## src/rtl/core/rs_pkg.sv

```systemverilog
// shared constants, command and status types, and the random step for the reservoir sampler
package rs_pkg;

    localparam int RAND_W     = 31;
    localparam int COUNT_W    = 32;
    localparam int SIZE_W     = 5;
    localparam int CFG_IDX_W  = 2;
    localparam int CFG_DATA_W = 31;
    localparam int DIV_STEPS  = RAND_W;
    localparam int DIV_CNT_W  = $clog2(DIV_STEPS + 1);

    localparam logic [RAND_W-1:0]     RAND_RANGE = 31'h7FFF_FFFF;
    localparam logic [COUNT_W-1:0]    COUNT_MAX  = 32'hFFFF_FFFF;
    localparam logic [SIZE_W-1:0]     SIZE_RESET = 5'd16;
    localparam logic [RAND_W-1:0]     SEED_RESET = 31'd1;

    localparam logic [CFG_IDX_W-1:0]  REG_SAMPLE_SIZE = 2'd0;
    localparam logic [CFG_IDX_W-1:0]  REG_RANDOM_SEED = 2'd1;

    typedef struct packed {
        logic offer;       // take an offered word
        logic dump_start;  // take a dump word and restart the stream
        logic div_start;   // launch the divider
        logic div_sel_t;   // 0: range / n, 1: draw / n
        logic bound_load;  // capture the rejection bound
        logic draw_step;   // advance the lfsr for one try
        logic slot_write;  // replace the drawn slot
        logic dump_emit;   // load one slot into the output register
        logic cfg_write;   // register write
    } t_rs_cmd;

    typedef struct packed {
        logic in_dump;
        logic dump_empty;
        logic filling;
        logic div_done;
        logic t_ok;
        logic out_free;
        logic dump_last;
    } t_rs_sts;

    // fibonacci lfsr, taps 31 and 28
    function automatic logic [RAND_W-1:0] lfsr_next(input logic [RAND_W-1:0] s);
        logic [RAND_W-1:0] n;
        n = {s[RAND_W-2:0], s[30] ^ s[27]};
        if (n == '0) begin
            n = RAND_W'(1);
        end
        return n;
    endfunction

endpackage

```

## src/rtl/core/rs_ifs.sv

```systemverilog
// valid/ready channel interfaces of the reservoir sampler
interface rs_in_if #(
    parameter int VALUE_BITS = 32
) ();
    logic                         valid;
    logic                         ready;
    logic                         kind;
    logic signed [VALUE_BITS-1:0] value;

    modport source (output valid, output kind, output value, input ready);
    modport sink   (input valid, input kind, input value, output ready);
endinterface

interface rs_out_if #(
    parameter int VALUE_BITS = 32,
    parameter int IDX_W      = 4
) ();
    logic                         valid;
    logic                         ready;
    logic signed [VALUE_BITS-1:0] sample_value;
    logic [IDX_W-1:0]             slot_index;
    logic                         last;

    modport source (output valid, output sample_value, output slot_index, output last,
                    input ready);
    modport sink   (input valid, input sample_value, input slot_index, input last,
                    output ready);
endinterface

interface rs_cfg_if import rs_pkg::*; ();
    logic                  valid;
    logic                  ready;
    logic [CFG_IDX_W-1:0]  index;
    logic [CFG_DATA_W-1:0] data;

    modport source (output valid, output index, output data, input ready);
    modport sink   (input valid, input index, input data, output ready);
endinterface

```

## src/rtl/core/rs_div.sv

```systemverilog
// restoring divider, one remainder bit per cycle, remainder only
module rs_div import rs_pkg::*; (
    input  logic              i_clk,
    input  logic              i_rst_n,
    input  logic              i_start,
    input  logic [RAND_W-1:0] i_dividend,
    input  logic [RAND_W-1:0] i_divisor,
    output logic              o_done,
    output logic [RAND_W-1:0] o_rem
);

    logic                 r_busy,  n_busy;
    logic                 r_done,  n_done;
    logic [DIV_CNT_W-1:0] r_cnt,   n_cnt;
    logic [RAND_W-1:0]    r_dvd,   n_dvd;
    logic [RAND_W-1:0]    r_rem,   n_rem;
    logic [RAND_W-1:0]    r_dsr,   n_dsr;
    logic [RAND_W:0]      w_part;
    logic [RAND_W:0]      w_diff;

    assign w_part = {r_rem, r_dvd[RAND_W-1]};
    assign w_diff = w_part - {1'b0, r_dsr};

    always_comb begin
        n_busy = r_busy;
        n_done = 1'b0;
        n_cnt  = r_cnt;
        n_dvd  = r_dvd;
        n_rem  = r_rem;
        n_dsr  = r_dsr;
        if (i_start) begin
            n_busy = 1'b1;
            n_cnt  = DIV_CNT_W'(DIV_STEPS);
            n_dvd  = i_dividend;
            n_rem  = '0;
            n_dsr  = i_divisor;
        end else if (r_busy) begin
            // partial remainder always stays below the divisor
            n_rem = w_diff[RAND_W] ? w_part[RAND_W-1:0] : w_diff[RAND_W-1:0];
            n_dvd = {r_dvd[RAND_W-2:0], 1'b0};
            n_cnt = r_cnt - DIV_CNT_W'(1);
            if (r_cnt == DIV_CNT_W'(1)) begin
                n_busy = 1'b0;
                n_done = 1'b1;
            end
        end
    end

    always_ff @(posedge i_clk) begin
        if (!i_rst_n) begin
            r_busy <= 1'b0;
            r_done <= 1'b0;
            r_cnt  <= '0;
        end else begin
            r_busy <= n_busy;
            r_done <= n_done;
            r_cnt  <= n_cnt;
        end
        r_dvd <= n_dvd;
        r_rem <= n_rem;
        r_dsr <= n_dsr;
    end

    assign o_done = r_done;
    assign o_rem  = r_rem;

endmodule

```

## src/rtl/core/rs_dpath.sv

```systemverilog
// datapath: slot memory, item count, lfsr, rejection bound, divider and output register
module rs_dpath import rs_pkg::*; #(
    parameter int MAX_SLOTS  = 16,
    parameter int VALUE_BITS = 32,
    parameter int IDX_W      = 4
) (
    input  logic                         i_clk,
    input  logic                         i_rst_n,
    input  t_rs_cmd                      i_cmd,
    output t_rs_sts                      o_sts,
    input  logic                         i_kind,
    input  logic signed [VALUE_BITS-1:0] i_value,
    input  logic [CFG_IDX_W-1:0]         i_cfg_index,
    input  logic [CFG_DATA_W-1:0]        i_cfg_data,
    input  logic                         i_out_ready,
    output logic                         o_out_valid,
    output logic signed [VALUE_BITS-1:0] o_out_sample_value,
    output logic [IDX_W-1:0]             o_out_slot_index,
    output logic                         o_out_last
);

    logic [VALUE_BITS-1:0] r_mem [MAX_SLOTS];
    logic [VALUE_BITS-1:0] r_rd_data;

    logic [SIZE_W-1:0]     r_sample_size;
    logic [COUNT_W-1:0]    r_items_seen;
    logic [RAND_W-1:0]     r_rand;
    logic [RAND_W-1:0]     r_n;
    logic [RAND_W-1:0]     r_bound;
    logic [VALUE_BITS-1:0] r_value;
    logic [SIZE_W-1:0]     r_m;
    logic [SIZE_W-1:0]     r_cnt;
    logic                  r_out_valid;
    logic [VALUE_BITS-1:0] r_out_value;
    logic [IDX_W-1:0]      r_out_slot;
    logic                  r_out_last;

    logic [SIZE_W-1:0]     w_k;
    logic [COUNT_W-1:0]    w_items_next;
    logic [RAND_W-1:0]     w_n;
    logic [RAND_W-1:0]     w_rand_next;
    logic [RAND_W-1:0]     w_t;
    logic                  w_filling;
    logic [SIZE_W-1:0]     w_m;
    logic                  w_div_start;
    logic [RAND_W-1:0]     w_div_dvd;
    logic [RAND_W-1:0]     w_div_dsr;
    logic                  w_div_done;
    logic [RAND_W-1:0]     w_div_rem;
    logic                  w_hit;
    logic                  w_mem_we;
    logic [IDX_W-1:0]      w_mem_addr;
    logic [VALUE_BITS-1:0] w_mem_wdata;
    logic                  w_out_free;
    logic                  w_dump_last;

    // slots in use, clamped to 1..MAX_SLOTS
    always_comb begin
        if (r_sample_size == '0) begin
            w_k = SIZE_W'(1);
        end else if (int'(r_sample_size) > MAX_SLOTS) begin
            w_k = SIZE_W'(MAX_SLOTS);
        end else begin
            w_k = r_sample_size;
        end
    end

    assign w_items_next = (r_items_seen == COUNT_MAX) ? r_items_seen
                                                      : r_items_seen + COUNT_W'(1);
    assign w_n = (w_items_next > COUNT_W'(RAND_RANGE)) ? RAND_RANGE
                                                       : w_items_next[RAND_W-1:0];
    assign w_filling   = r_items_seen < COUNT_W'(w_k);
    assign w_m         = w_filling ? r_items_seen[SIZE_W-1:0] : w_k;
    assign w_rand_next = lfsr_next(r_rand);
    assign w_t         = w_rand_next - RAND_W'(1);

    assign w_div_start = i_cmd.div_start;
    assign w_div_dvd   = i_cmd.div_sel_t ? w_t : RAND_RANGE;
    assign w_div_dsr   = i_cmd.div_sel_t ? r_n : w_n;

    rs_div u_div (
        .i_clk      (i_clk),
        .i_rst_n    (i_rst_n),
        .i_start    (w_div_start),
        .i_dividend (w_div_dvd),
        .i_divisor  (w_div_dsr),
        .o_done     (w_div_done),
        .o_rem      (w_div_rem)
    );

    // drawn slot lies inside the reservoir
    assign w_hit = w_div_rem < RAND_W'(w_k);

    always_comb begin
        w_mem_we    = 1'b0;
        w_mem_addr  = IDX_W'(r_items_seen);
        w_mem_wdata = i_value;
        if (i_cmd.offer && w_filling) begin
            w_mem_we = 1'b1;
        end else if (i_cmd.slot_write && w_hit) begin
            w_mem_we    = 1'b1;
            w_mem_addr  = IDX_W'(w_div_rem);
            w_mem_wdata = r_value;
        end
    end

    always_ff @(posedge i_clk) begin
        if (w_mem_we) begin
            r_mem[w_mem_addr] <= w_mem_wdata;
        end
        r_rd_data <= r_mem[IDX_W'(r_cnt)];
    end

    assign w_out_free  = !r_out_valid || i_out_ready;
    assign w_dump_last = (r_cnt + SIZE_W'(1)) == r_m;

    always_ff @(posedge i_clk) begin
        if (!i_rst_n) begin
            r_sample_size <= SIZE_RESET;
            r_items_seen  <= '0;
            r_rand        <= SEED_RESET;
            r_m           <= '0;
            r_cnt         <= '0;
            r_out_valid   <= 1'b0;
        end else begin
            if (i_cmd.cfg_write) begin
                unique case (i_cfg_index)
                    REG_SAMPLE_SIZE: r_sample_size <= i_cfg_data[SIZE_W-1:0];
                    REG_RANDOM_SEED: r_rand <= (i_cfg_data[RAND_W-1:0] == '0) ?
                                               SEED_RESET : i_cfg_data[RAND_W-1:0];
                    default: ;
                endcase
            end else if (i_cmd.draw_step) begin
                r_rand <= w_rand_next;
            end
            if (i_cmd.offer) begin
                r_items_seen <= w_items_next;
            end else if (i_cmd.dump_start) begin
                r_items_seen <= '0;
                r_m          <= w_m;
                r_cnt        <= '0;
            end
            if (i_cmd.dump_emit) begin
                r_cnt       <= r_cnt + SIZE_W'(1);
                r_out_valid <= 1'b1;
            end else if (i_out_ready) begin
                r_out_valid <= 1'b0;
            end
        end
    end

    always_ff @(posedge i_clk) begin
        if (i_cmd.offer) begin
            r_value <= i_value;
            r_n     <= w_n;
        end
        if (i_cmd.bound_load) begin
            r_bound <= RAND_RANGE - w_div_rem;
        end
        if (i_cmd.dump_emit) begin
            r_out_value <= r_rd_data;
            r_out_slot  <= IDX_W'(r_cnt);
            r_out_last  <= w_dump_last;
        end
    end

    always_comb begin
        o_sts.in_dump    = i_kind;
        o_sts.dump_empty = r_items_seen == '0;
        o_sts.filling    = w_filling;
        o_sts.div_done   = w_div_done;
        o_sts.t_ok       = w_t < r_bound;
        o_sts.out_free   = w_out_free;
        o_sts.dump_last  = w_dump_last;
    end

    assign o_out_valid        = r_out_valid;
    assign o_out_sample_value = r_out_value;
    assign o_out_slot_index   = r_out_slot;
    assign o_out_last         = r_out_last;

endmodule

```

## src/rtl/core/rs_ctrl.sv

```systemverilog
// controller state machine: item intake, draw sequence and dump sequence
module rs_ctrl import rs_pkg::*; (
    input  logic    i_clk,
    input  logic    i_rst_n,
    input  logic    i_in_valid,
    output logic    o_in_ready,
    input  logic    i_cfg_valid,
    output logic    o_cfg_ready,
    input  t_rs_sts i_sts,
    output t_rs_cmd o_cmd
);

    localparam logic [2:0] S_IDLE      = 3'd0;
    localparam logic [2:0] S_DIV_BOUND = 3'd1;
    localparam logic [2:0] S_STEP      = 3'd2;
    localparam logic [2:0] S_DIV_T     = 3'd3;
    localparam logic [2:0] S_DUMP_RD   = 3'd4;
    localparam logic [2:0] S_DUMP_OUT  = 3'd5;

    logic [2:0] r_state, n_state;
    logic       w_idle;

    assign w_idle      = r_state == S_IDLE;
    assign o_in_ready  = w_idle;
    assign o_cfg_ready = w_idle;

    always_comb begin
        n_state         = r_state;
        o_cmd           = '0;
        o_cmd.cfg_write = i_cfg_valid && w_idle;
        unique case (r_state)
            S_IDLE: begin
                if (i_in_valid) begin
                    if (i_sts.in_dump) begin
                        o_cmd.dump_start = 1'b1;
                        n_state = i_sts.dump_empty ? S_IDLE : S_DUMP_RD;
                    end else begin
                        o_cmd.offer = 1'b1;
                        if (!i_sts.filling) begin
                            // reservoir full: work out the rejection bound first
                            o_cmd.div_start = 1'b1;
                            n_state = S_DIV_BOUND;
                        end
                    end
                end
            end
            S_DIV_BOUND: begin
                if (i_sts.div_done) begin
                    o_cmd.bound_load = 1'b1;
                    n_state = S_STEP;
                end
            end
            S_STEP: begin
                o_cmd.draw_step = 1'b1;
                if (i_sts.t_ok) begin
                    o_cmd.div_start = 1'b1;
                    o_cmd.div_sel_t = 1'b1;
                    n_state = S_DIV_T;
                end
            end
            S_DIV_T: begin
                if (i_sts.div_done) begin
                    o_cmd.slot_write = 1'b1;
                    n_state = S_IDLE;
                end
            end
            S_DUMP_RD: begin
                n_state = S_DUMP_OUT;
            end
            S_DUMP_OUT: begin
                if (i_sts.out_free) begin
                    o_cmd.dump_emit = 1'b1;
                    n_state = i_sts.dump_last ? S_IDLE : S_DUMP_RD;
                end
            end
            default: begin
                n_state = S_IDLE;
            end
        endcase
    end

    always_ff @(posedge i_clk) begin
        if (!i_rst_n) begin
            r_state <= S_IDLE;
        end else begin
            r_state <= n_state;
        end
    end

endmodule

```

## src/rtl/core/reservoir_sampler.sv

```systemverilog
// Reservoir sampler (algorithm R), top level
// Input words on i_in: kind 0 offers value to the sample, kind 1 dumps the
// reservoir and restarts the stream. Output words on o_out carry one filled
// slot each, in slot order, with last set on the final one; a dump of an
// empty stream gives no words. i_cfg writes sample_size (index 0) and
// random_seed (index 1, also reloads the lfsr); it is taken only while idle.
// Items are taken one at a time. An offer while the reservoir is filling
// is written straight to its slot. Past that, the offer is accepted, the
// 31-step bound division runs, the lfsr is stepped once per try until a
// draw passes the bound (rejection is rare unless the count nears 2^31),
// and the remainder division picks the slot; the shared one-bit-per-cycle
// divider does both divisions. A dump reads each slot through the
// registered slot memory read and loads it into the output register.
// A stalled receiver holds the output register and the dump waits; the next
// item is accepted as soon as the last word is in the output register.
// Reset (synchronous, active low) clears the count, sets sample_size to 16
// and the lfsr to 1; the slot memory is not cleared.
module reservoir_sampler import rs_pkg::*; #(
    parameter int MAX_SLOTS  = 16,
    parameter int VALUE_BITS = 32
) (
    input  logic      i_clk,
    input  logic      i_rst_n,
    rs_in_if.sink     i_in,
    rs_out_if.source  o_out,
    rs_cfg_if.sink    i_cfg
);

    localparam int IDX_W = (MAX_SLOTS > 1) ? $clog2(MAX_SLOTS) : 1;

    t_rs_cmd w_cmd;
    t_rs_sts w_sts;

    rs_ctrl u_ctrl (
        .i_clk       (i_clk),
        .i_rst_n     (i_rst_n),
        .i_in_valid  (i_in.valid),
        .o_in_ready  (i_in.ready),
        .i_cfg_valid (i_cfg.valid),
        .o_cfg_ready (i_cfg.ready),
        .i_sts       (w_sts),
        .o_cmd       (w_cmd)
    );

    rs_dpath #(
        .MAX_SLOTS  (MAX_SLOTS),
        .VALUE_BITS (VALUE_BITS),
        .IDX_W      (IDX_W)
    ) u_dpath (
        .i_clk              (i_clk),
        .i_rst_n            (i_rst_n),
        .i_cmd              (w_cmd),
        .o_sts              (w_sts),
        .i_kind             (i_in.kind),
        .i_value            (i_in.value),
        .i_cfg_index        (i_cfg.index),
        .i_cfg_data         (i_cfg.data),
        .i_out_ready        (o_out.ready),
        .o_out_valid        (o_out.valid),
        .o_out_sample_value (o_out.sample_value),
        .o_out_slot_index   (o_out.slot_index),
        .o_out_last         (o_out.last)
    );

endmodule

```

## src/flat_wrapper.sv

```systemverilog
// flat-port wrapper written by rule: the top's interface ports become plain ports
module reservoir_sampler_flat import rs_pkg::*;
#(
    parameter int MAX_SLOTS  = 16,
    parameter int VALUE_BITS = 32
)
  (i_clk, i_rst_n, i_in_valid, i_in_kind, i_in_value, i_in_ready, o_out_valid, o_out_sample_value, o_out_slot_index, o_out_last, o_out_ready, i_cfg_valid, i_cfg_index, i_cfg_data, i_cfg_ready);
  rs_in_if #(.VALUE_BITS(VALUE_BITS)) i_in_i ();
  rs_out_if #(.VALUE_BITS(VALUE_BITS), .IDX_W((4))) o_out_i ();
  rs_cfg_if i_cfg_i ();
  input  logic i_clk;
  input  logic i_rst_n;
  input wire logic [$bits(i_in_i.valid)-1:0] i_in_valid;
  input wire logic [$bits(i_in_i.kind)-1:0] i_in_kind;
  input wire logic [$bits(i_in_i.value)-1:0] i_in_value;
  output wire logic [$bits(i_in_i.ready)-1:0] i_in_ready;
  output wire logic [$bits(o_out_i.valid)-1:0] o_out_valid;
  output wire logic [$bits(o_out_i.sample_value)-1:0] o_out_sample_value;
  output wire logic [$bits(o_out_i.slot_index)-1:0] o_out_slot_index;
  output wire logic [$bits(o_out_i.last)-1:0] o_out_last;
  input wire logic [$bits(o_out_i.ready)-1:0] o_out_ready;
  input wire logic [$bits(i_cfg_i.valid)-1:0] i_cfg_valid;
  input wire logic [$bits(i_cfg_i.index)-1:0] i_cfg_index;
  input wire logic [$bits(i_cfg_i.data)-1:0] i_cfg_data;
  output wire logic [$bits(i_cfg_i.ready)-1:0] i_cfg_ready;
  assign i_in_i.valid = i_in_valid;
  assign i_in_i.kind = i_in_kind;
  assign i_in_i.value = i_in_value;
  assign i_in_ready = i_in_i.ready;
  assign o_out_valid = o_out_i.valid;
  assign o_out_sample_value = o_out_i.sample_value;
  assign o_out_slot_index = o_out_i.slot_index;
  assign o_out_last = o_out_i.last;
  assign o_out_i.ready = o_out_ready;
  assign i_cfg_i.valid = i_cfg_valid;
  assign i_cfg_i.index = i_cfg_index;
  assign i_cfg_i.data = i_cfg_data;
  assign i_cfg_ready = i_cfg_i.ready;
  reservoir_sampler #(.MAX_SLOTS(MAX_SLOTS), .VALUE_BITS(VALUE_BITS)) u_core (.i_clk(i_clk), .i_rst_n(i_rst_n), .i_in(i_in_i), .o_out(o_out_i), .i_cfg(i_cfg_i));
endmodule
```

## config.mk

```make
export PLATFORM = sky130hd
export DESIGN_NAME = reservoir_sampler_flat
export DESIGN_NICKNAME = d
export VERILOG_FILES = /design/src/rtl/core/rs_pkg.sv /design/src/rtl/core/rs_ifs.sv /design/src/rtl/core/rs_div.sv /design/src/rtl/core/rs_dpath.sv /design/src/rtl/core/rs_ctrl.sv /design/src/rtl/core/reservoir_sampler.sv /design/src/flat_wrapper.sv
export SDC_FILE = /design/constraint.sdc
export NUM_CORES = 1
export LEC_CHECK = 0
export BUFFER_PORTS_ARGS = -buffer_cell sky130_fd_sc_hd__buf_4
export CAP_MARGIN = 20
export CORE_ASPECT_RATIO = 1.75
export CORE_UTILIZATION = 33
export CTS_CLUSTER_DIAMETER = 120
export DETAILED_ROUTE_END_ITERATION = 12
export PLACE_DENSITY_LB_ADDON = 0.3
export SYNTH_ARGS = -nofsm -noshare
export SYNTH_HDL_FRONTEND = slang
export SYNTH_SLANG_ARGS = --single-unit
```

## constraint.sdc

```tcl
create_clock -name i_clk -period 7.2 [get_ports i_clk]
set_input_delay 0.72 -clock i_clk [delete_from_list [all_inputs] [get_ports i_clk]]
set_output_delay 0.72 -clock i_clk [all_outputs]
set_load 0.05 [all_outputs]
```

==> results of run 1 <==
==> synth_stat cells (6+ instances only) <==
master    instances  area, sq um
nand4b_1          6        52.55
nor2_1           68        255.2
o221a_2          17        191.4
or3_1            12        75.07
nand2_1         130        488.0
dfxtp_1         152         3043
nor4_1           29        181.4
o21ai_0          73        365.4
ha_1             75        938.4
nand4_1          17        106.4
xor2_1           35        306.5
buf_2            11        55.05
nor3_1           29        145.1
inv_1           122        457.9
nand2b_1         14        87.58
a31oi_1          19        118.9
buf_1            10        37.54
a22oi_1          23        172.7
and2_1           19        118.9
a21boi_0          9        67.56
a21o_1           10        75.07
o211ai_1         15        112.6
and3_1           19        118.9
nand3_1          56        280.3
edfxtp_1        705        21170
o32a_1           29        290.3
and4_1            6        52.55
a21oi_1         107        535.5
clkbuf_1        106        397.9
a211oi_1          8        60.06
o21a_1            8        60.06
mux2i_1          29        290.3
nor2b_1          16        100.1
a41oi_1           6        52.55
mux4_2          160         3603
o211a_1          32        320.3
mux2_2           63        709.4
xnor2_1          60        525.5
nor3b_1          14        105.1
==> routing by layer <==
| metal | track usage, % | routed length (microns) | up-vias |
|---|---|---|---|
| met2 | 28.80 | 47520 | 511 |
| met1 | 18.43 | 34830 | 10790 |
| li1 | - | - | 9568 |
| met3 | 2.334 | 3684 | 172 |
| met5 | 0 | 13 | - |
| met4 | 7.028 | 3455 | 2 |
==> power by group through the flow <==
stage	combinational, mW	sequential [mW]	clock, mW
finish	1.78	5.84	4.65
global route	1.97	5.86	4.93
CTS	1.79	5.84	4.76
detailed placement	1.78	5.95	0
global placement	1.73	5.94	0
floorplan	1.32	5.84	0
==> stage by stage <==
step / area (sq um) / std cells
floorplan: 36770 / 2391
global placement: 39290 / 3874
detailed placement: 39300 / 3875
CTS: 42220 / 4028
global route: 42220 / 4028
finish: 42220 / 4028
==> kinds of logic (layout without fill, tap and decap cells) <==
kind of cell	after synthesis	after routing	synth area share (%)
buffers and inverters	256	426	2.732
AO/OA/AOI/OAI	398	398	7.619
adder cells (fa/ha/maj)	76	76	2.607
flip-flops	857	857	65.85
multiplexers	252	252	12.52
AND/OR/NAND/NOR	457	457	6.411
XOR/XNOR	95	95	2.263
==> final cells by class <==
type / instances / area [sq um] / area share, %
sequential: 857 / 24230 / 57.39
multi-input combinational: 1278 / 11640 / 27.57
clock buffer: 92 / 2110 / 4.997
tap: 1467 / 1836 / 4.348
timing repair buffer: 149 / 1127 / 2.670
clock inverter: 61 / 812.0 / 1.923
inverter: 124 / 466.7 / 1.105
==> registers in the layout, indices dropped and copies added (netlist names), 3 cells and up <==
name and count:
u_core.u_dpath.r_cnt 5, u_core.u_dpath.r_bound 31, u_core.u_dpath.o_out_slot_index 4, u_core.u_dpath.u_div.r_dsr 31, u_core.u_dpath.r_rand 31, u_core.u_dpath.r_n 31, u_core.u_ctrl.r_state 3, u_core.u_dpath.u_div.r_dvd 31
u_core.u_dpath.u_div.o_rem 31, u_core.u_dpath.r_mem 512, u_core.u_dpath.r_m 5, u_core.u_dpath.r_items_seen 32, u_core.u_dpath.o_out_sample_value 32, u_core.u_dpath.u_div.r_cnt 5, u_core.u_dpath.r_sample_size 5, u_core.u_dpath.r_rd_data 32
u_core.u_dpath.r_value 32
==> path summary, 6_finish.rpt <==
check	startpoint	endpoint	cells after the start
setup reg to reg	u_core.u_dpath.r_rand[6]$_SDFFE_PN0P_	u_core.u_dpath.u_div.r_dvd[11]$_DFFE_PP_	19
hold / removal	i_in_value[21]	u_core.u_dpath.r_value[21]$_DFFE_PP_	1
hold reg to reg	u_core.u_dpath.r_rd_data[3]$_DFF_P_	u_core.u_dpath.o_out_sample_value[3]$_DFFE_PP_	0
setup / recovery	u_core.u_dpath.r_rand[6]$_SDFFE_PN0P_	u_core.u_dpath.u_div.r_dvd[11]$_DFFE_PP_	19
==> results.cfg, run 1 <==
[clock_network]
worstSkewPairLatency_ps = 680
cts_tree = yes
hold_buffers = 0
cts.path.max_buffers = 3
cts_setup_buffers = 0
clk_pin_slew_ps = 70
cts_made_buffers = 82
cts_root_buf = clkbuf_16
cts.htree.levels = 3
clkSinkCount = 857
cts_resized = 0

[placement]
gp_congestion = 0.8618
dp_hpwl_microns = 56900
dp_slack_ps = 1140
port_buffers = 110

[sta]
slew_headroom_pct = 24.73
fmax_mhz = 165.8
tightest_slew_ps = 1119
clock-skew-final_ps = 48.22
slew_violations = 0
finalSetupViolations = 0
fin_crit_sh_pct = 83.76
period_minus_slack_ps = 6031
fin_hold_ws_ps = 230.0
grt_setup_unrepaired = no
tns_ps = 0
finalHoldViolCount = 0
finalWorstSetupSlack_ps = 1169

[layout]
insertedDiodeCount = 0
layout_common_cells = edfxtp_1, mux4_2, buf_4, dfxtp_1, nand2_1
final_common_cell = edfxtp_1
final_core_util_pct = 38.31
syn_to_final_growth_pct = 14.81
drive_above_1_share_pct = 21.91
nets = 2639
nFillCells = 10210

[power]
peakVddDrop_mv = 0.2142
power.internal_mw = 9.021
p_seq_share_pct = 47.6
swShare_pct = 26.52
pwr-share-comb_pct = 14.5
leakagePower_nw = 14.71
p_sw_mw = 3.255
clock_power_share_pct = 37.9
pwr_density_cell_nw_per_um2 = 290.8
power_mw = 12.28

[route]
wirelength_microns = 89500
first_pass_iters = 7
viasPerCell = 5.224
ant_nets = 0
drc_errors = 0
routedWlPerCell_microns = 22.22
drt_iter0_drc = 1460
vias = 21040

[synthesis]
synthCells = 2391
synth_area_sq_um = 36770
synth_warnings = 0
syn_nets = 2538
ys_async_sr_fraction_pct = 0
synth-edff-count = 705
synthFlopType = edfxtp_1
syn_avg_cell_area_sq_um = 15.38
ys_types = 73
synth-seq-cells = 857
ys_seq_area_share_pct = 65.85

[global_routing]
grt_pass1_vias = 21800
grt_pass1_wl_microns = 134700
grt.total_usage_pct = 15.94
antenna_found_initial = 1
overflow = 0
grt_max_degree = 107

[die]
die_x_microns = 254.3
die_h_microns = 443.6
die_area_sq_um = 112800
coreArea_sq_um = 110200
num_rows = 161
initial_core_util_pct = 33.37
pin_count = 111

[setup_path]
arrival_ps = 6550
crit_type = register to register
cpMaxStageDelayCell = buf_4
crit_family = simple AND/OR/NAND/NOR gates
reg2reg_slack_ps = 1170
crit_buf_inv = 3
crit_fanout = 65
worstPathRequired_ps = 7720
cpPeakStageDelay_ps = 610
cp_cell_sequence = or4_4, or4_4, o41ai_4, inv_1, ha_1, nand2b_1, or3_1, nand2_1, ha_1, a21oi_1, o21ai_0, a2111oi_0, a21oi_1, or3_4, o21ai_4, nor2_2, inv_2, buf_4, o32a_1
start_kind = register
crit_path_end_kind = register

[job]
drv_cap = 0

[hold_path]
hold_class = input pin to register

[status]
status = complete, no violations
Power figures use the tool's default switching activity.
==> inputs of run 2 (changes only) <==
--- a/config.mk
+++ b/config.mk
@@ -5,6 +5,7 @@
 export SDC_FILE = /design/constraint.sdc
 export NUM_CORES = 1
 export LEC_CHECK = 0
+export ABC_AREA = 1
 export BUFFER_PORTS_ARGS = -buffer_cell sky130_fd_sc_hd__buf_4
 export CAP_MARGIN = 20
 export CORE_ASPECT_RATIO = 1.75
==> constraint.sdc (replaced) <==
create_clock -name i_clk -period 5.05 [get_ports i_clk]
set_input_delay 0.505 -clock i_clk [delete_from_list [all_inputs] [get_ports i_clk]]
set_output_delay 0.505 -clock i_clk [all_outputs]
set_load 0.05 [all_outputs]
==> results.cfg, run 2 <==
[power]
leakagePower_nw = 16.28
pwr_density_cell_nw_per_um2 = 458.0
peakVddDrop_mv = 0.2709

[sta]
clock-skew-final_ps = 33.23
fin_hold_ws_ps = 50.54
fin_crit_sh_pct = 93.52
slew_violations = 0
finalSetupViolations = 0
finalHoldViolCount = 0
grt_setup_unrepaired = yes
finalWorstSetupSlack_ps = 327.2
slew_headroom_pct = 29.24
tightest_slew_ps = 1059
fmax_mhz = 211.7
period_minus_slack_ps = 4723

[hold_path]
min_path_cells = 1
hold_class = input pin to register
min_to = u_core.u_dpath.r_value[25]$_DFFE_PP_
hold_start = i_in_value[25]

[setup_path]
worstReg2RegEnd = u_core.u_dpath.u_div.r_dvd[13]$_DFFE_PP_
worstPathRequired_ps = 5400
crit_path_end_kind = register
reg2reg_depth = 27
r2r-start = u_core.u_dpath.r_rand[13]$_SDFFE_PN0P_
start_kind = register
reg2reg_slack_ps = 330
cpMaxStageDelayCell = dfxtp_1
crit_type = register to register
crit_fanout = 31
crit_top_cell = nand2_1
cpPeakStageDelay_ps = 470
arrival_ps = 5080

[synthesis]
syn_avg_cell_area_sq_um = 10.38
synth-edff-count = 705
synth_most_common_cell = edfxtp_1
synth_area_leaders = edfxtp_1, dfxtp_1, nand2_1, nor2_1, o21ai_0
synth_top_area_cell = edfxtp_1
synth_area_sq_um = 37820
ys_seq_area_share_pct = 64.03
synthCells = 3644
synth_warnings = 0
syn_nets = 3791
ys_top_cells_by_count = edfxtp_1, nand2_1, nor2_1
ys_async_sr_fraction_pct = 0
ys_types = 50
synth_top_area_share_pct = 55.98
synth-seq-cells = 857
synthFlopType = edfxtp_1

[route]
ant_nets = 0
drt_iter0_drc = 2111
first_pass_iters = 6
wirelength_microns = 107800
vias = 26940
routedWlPerCell_microns = 20.31
viasPerCell = 5.075
drc_errors = 0

[placement]
placedInstanceArea_sq_um = 40550
dp_hpwl_microns = 67860
gp_congestion = 0.8996
port_buffers = 110
dp_slack_ps = 74.38

[global_routing]
grt_pass1_vias = 26660
overflow = 0
grt_max_degree = 129
grt.total_usage_pct = 18.34
grt_pass1_wl_microns = 161500
antenna_found_initial = 0

[die]
num_rows = 164
die_h_microns = 449.8
die_x_microns = 257.9
coreArea_sq_um = 113900
pin_count = 111
die_area_sq_um = 116000
initial_core_util_pct = 33.21

[clock_network]
worstSkewPairLatency_ps = 680
cts.path.max_buffers = 3
cts.htree.levels = 3
clk_pin_slew_ps = 60
cts_tree = yes
cts_made_buffers = 81
cts_root_buf = clkbuf_16
clkSinkCount = 857

[layout]
final_common_cell = edfxtp_1
design_area_sq_um = 43590
largest_reg_flops = 512
drive_above_1_share_pct = 9.911
layout_common_cells = edfxtp_1, nand2_1, nor2_1, o21ai_0, inv_1
final_core_util_pct = 38.27
nFillCells = 11140
nets = 3895
largest_register = u_core.u_dpath.r_mem
syn_to_final_growth_pct = 15.26
insertedDiodeCount = 0

[job]
drv_cap = 0

[status]
status = complete, no violations
==> run 2: cell count changes in the layout (fill, tap and decap cells not counted), sizes merged, moves of 25 or more <==
cell | before | now
mux2i | 29 | 0
o21ai | 75 | 403
mux4 | 160 | 0
o32a | 29 | 0
nand2 | 130 | 565
o211a | 32 | 0
nand3 | 56 | 105
o22ai | 3 | 150
inv | 125 | 285
dlygate4sd3 | 0 | 25
a21oi | 107 | 208
nor2 | 69 | 568
mux2 | 63 | 0
xnor2 | 60 | 33
==> run 2: metrics by stage <==
stage	power (mW)	instances	TNS, ps
floorplan	12.22	3644	0
global route	20.94	5308	-149.3
detailed placement	13.75	5131	0
global placement	13.71	5131	0
CTS	20.05	5305	0
finish	19.96	5308	0
==> run 2: area by class of cell <==
cell class / count / area, sq um / area share (%)
clock buffers: 105 / 2147 / 4.926
flip-flops and latches: 857 / 24230 / 55.58
repair buffers: 198 / 1802 / 4.134
multi-input cells: 2324 / 11910 / 27.33
inverters: 286 / 1081 / 2.480
clock inverters: 44 / 551.8 / 1.266
well taps: 1494 / 1869 / 4.289
==> run 2: logic make-up after synthesis <==
group                      Yosys count  synth area share [%]
and+or+nand+nor                   1341                 14.58
buffers and inverters              463                 4.930
xor gates and xnor gates            88                 2.038
adders and majority gates           76                 2.534
DFF                                857                 64.03
AOI/OAI and AO/OA                  819                 11.88
==> run 2: worst max path at each step <==
stage | from | end | slack [ps] | cells past startpoint
final | u_core.u_dpath.r_rand[13]$_SDFFE_PN0P_ | u_core.u_dpath.u_div.r_dvd[13]$_DFFE_PP_ | 330 | 27
after global routing | u_core.u_dpath.r_rand[12]$_SDFFE_PN0P_ | u_core.u_dpath.u_div.r_dsr[22]$_DFFE_PP_ | -30 | 25
after CTS | u_core.u_dpath.r_rand[17]$_SDFFE_PN0P_ | u_core.u_dpath.u_div.r_dsr[21]$_DFFE_PP_ | 20 | 24
after detailed placement | u_core.u_dpath.r_rand[17]$_SDFFE_PN0P_ | u_core.u_dpath.u_div.r_dsr[30]$_DFFE_PP_ | 70 | 24
after global placement | u_core.u_dpath.r_rand[17]$_SDFFE_PN0P_ | u_core.u_dpath.u_div.r_dsr[24]$_DFFE_PP_ | 200 | 24
after floorplan | u_core.u_dpath.r_rand[14]$_SDFFE_PN0P_ | u_core.u_dpath.u_div.r_dvd[0]$_SDFFCE_PN0P_ | 450 | 26
==> run 2: routing by layer <==
layer  vias to the layer above  track usage, %  part of all wire (%)
li1                      12910               -                     -
met1                     13060           19.92                    37
met2                       727           34.65                    54
met3                       244           2.186                   3.9
met4                         0           9.005                   4.7
met5                         -               0                     0
==> run 2: repair_timing <==
item	4_1_cts	5_1_grt
setup buffers	0	1
endpoints found under the hold margin	25	0
resized for setup	0	5
setup endpoints to repair	0	160
hold buffers	25	0
==> run 2: worst max-delay path: cells and delay by family (launching register included) <==
family	cells	cell delay, ps
AO/OA/AOI/OAI	3	340
buffers and inverters	4	560
flip-flops	1	470
AND/OR/NAND/NOR	17	2220
XOR/XNOR	1	300
adder cells (fa/ha/maj)	2	530
==> run 2: power by group <==
part / total [mW] / switching (mW) / internal, mW
Clock: 6.30 / 2.75 / 3.55
Sequential: 8.82 / 0.397 / 8.42
Combinational: 4.85 / 3.34 / 1.51
Total: 20.0 / 6.48 / 13.5
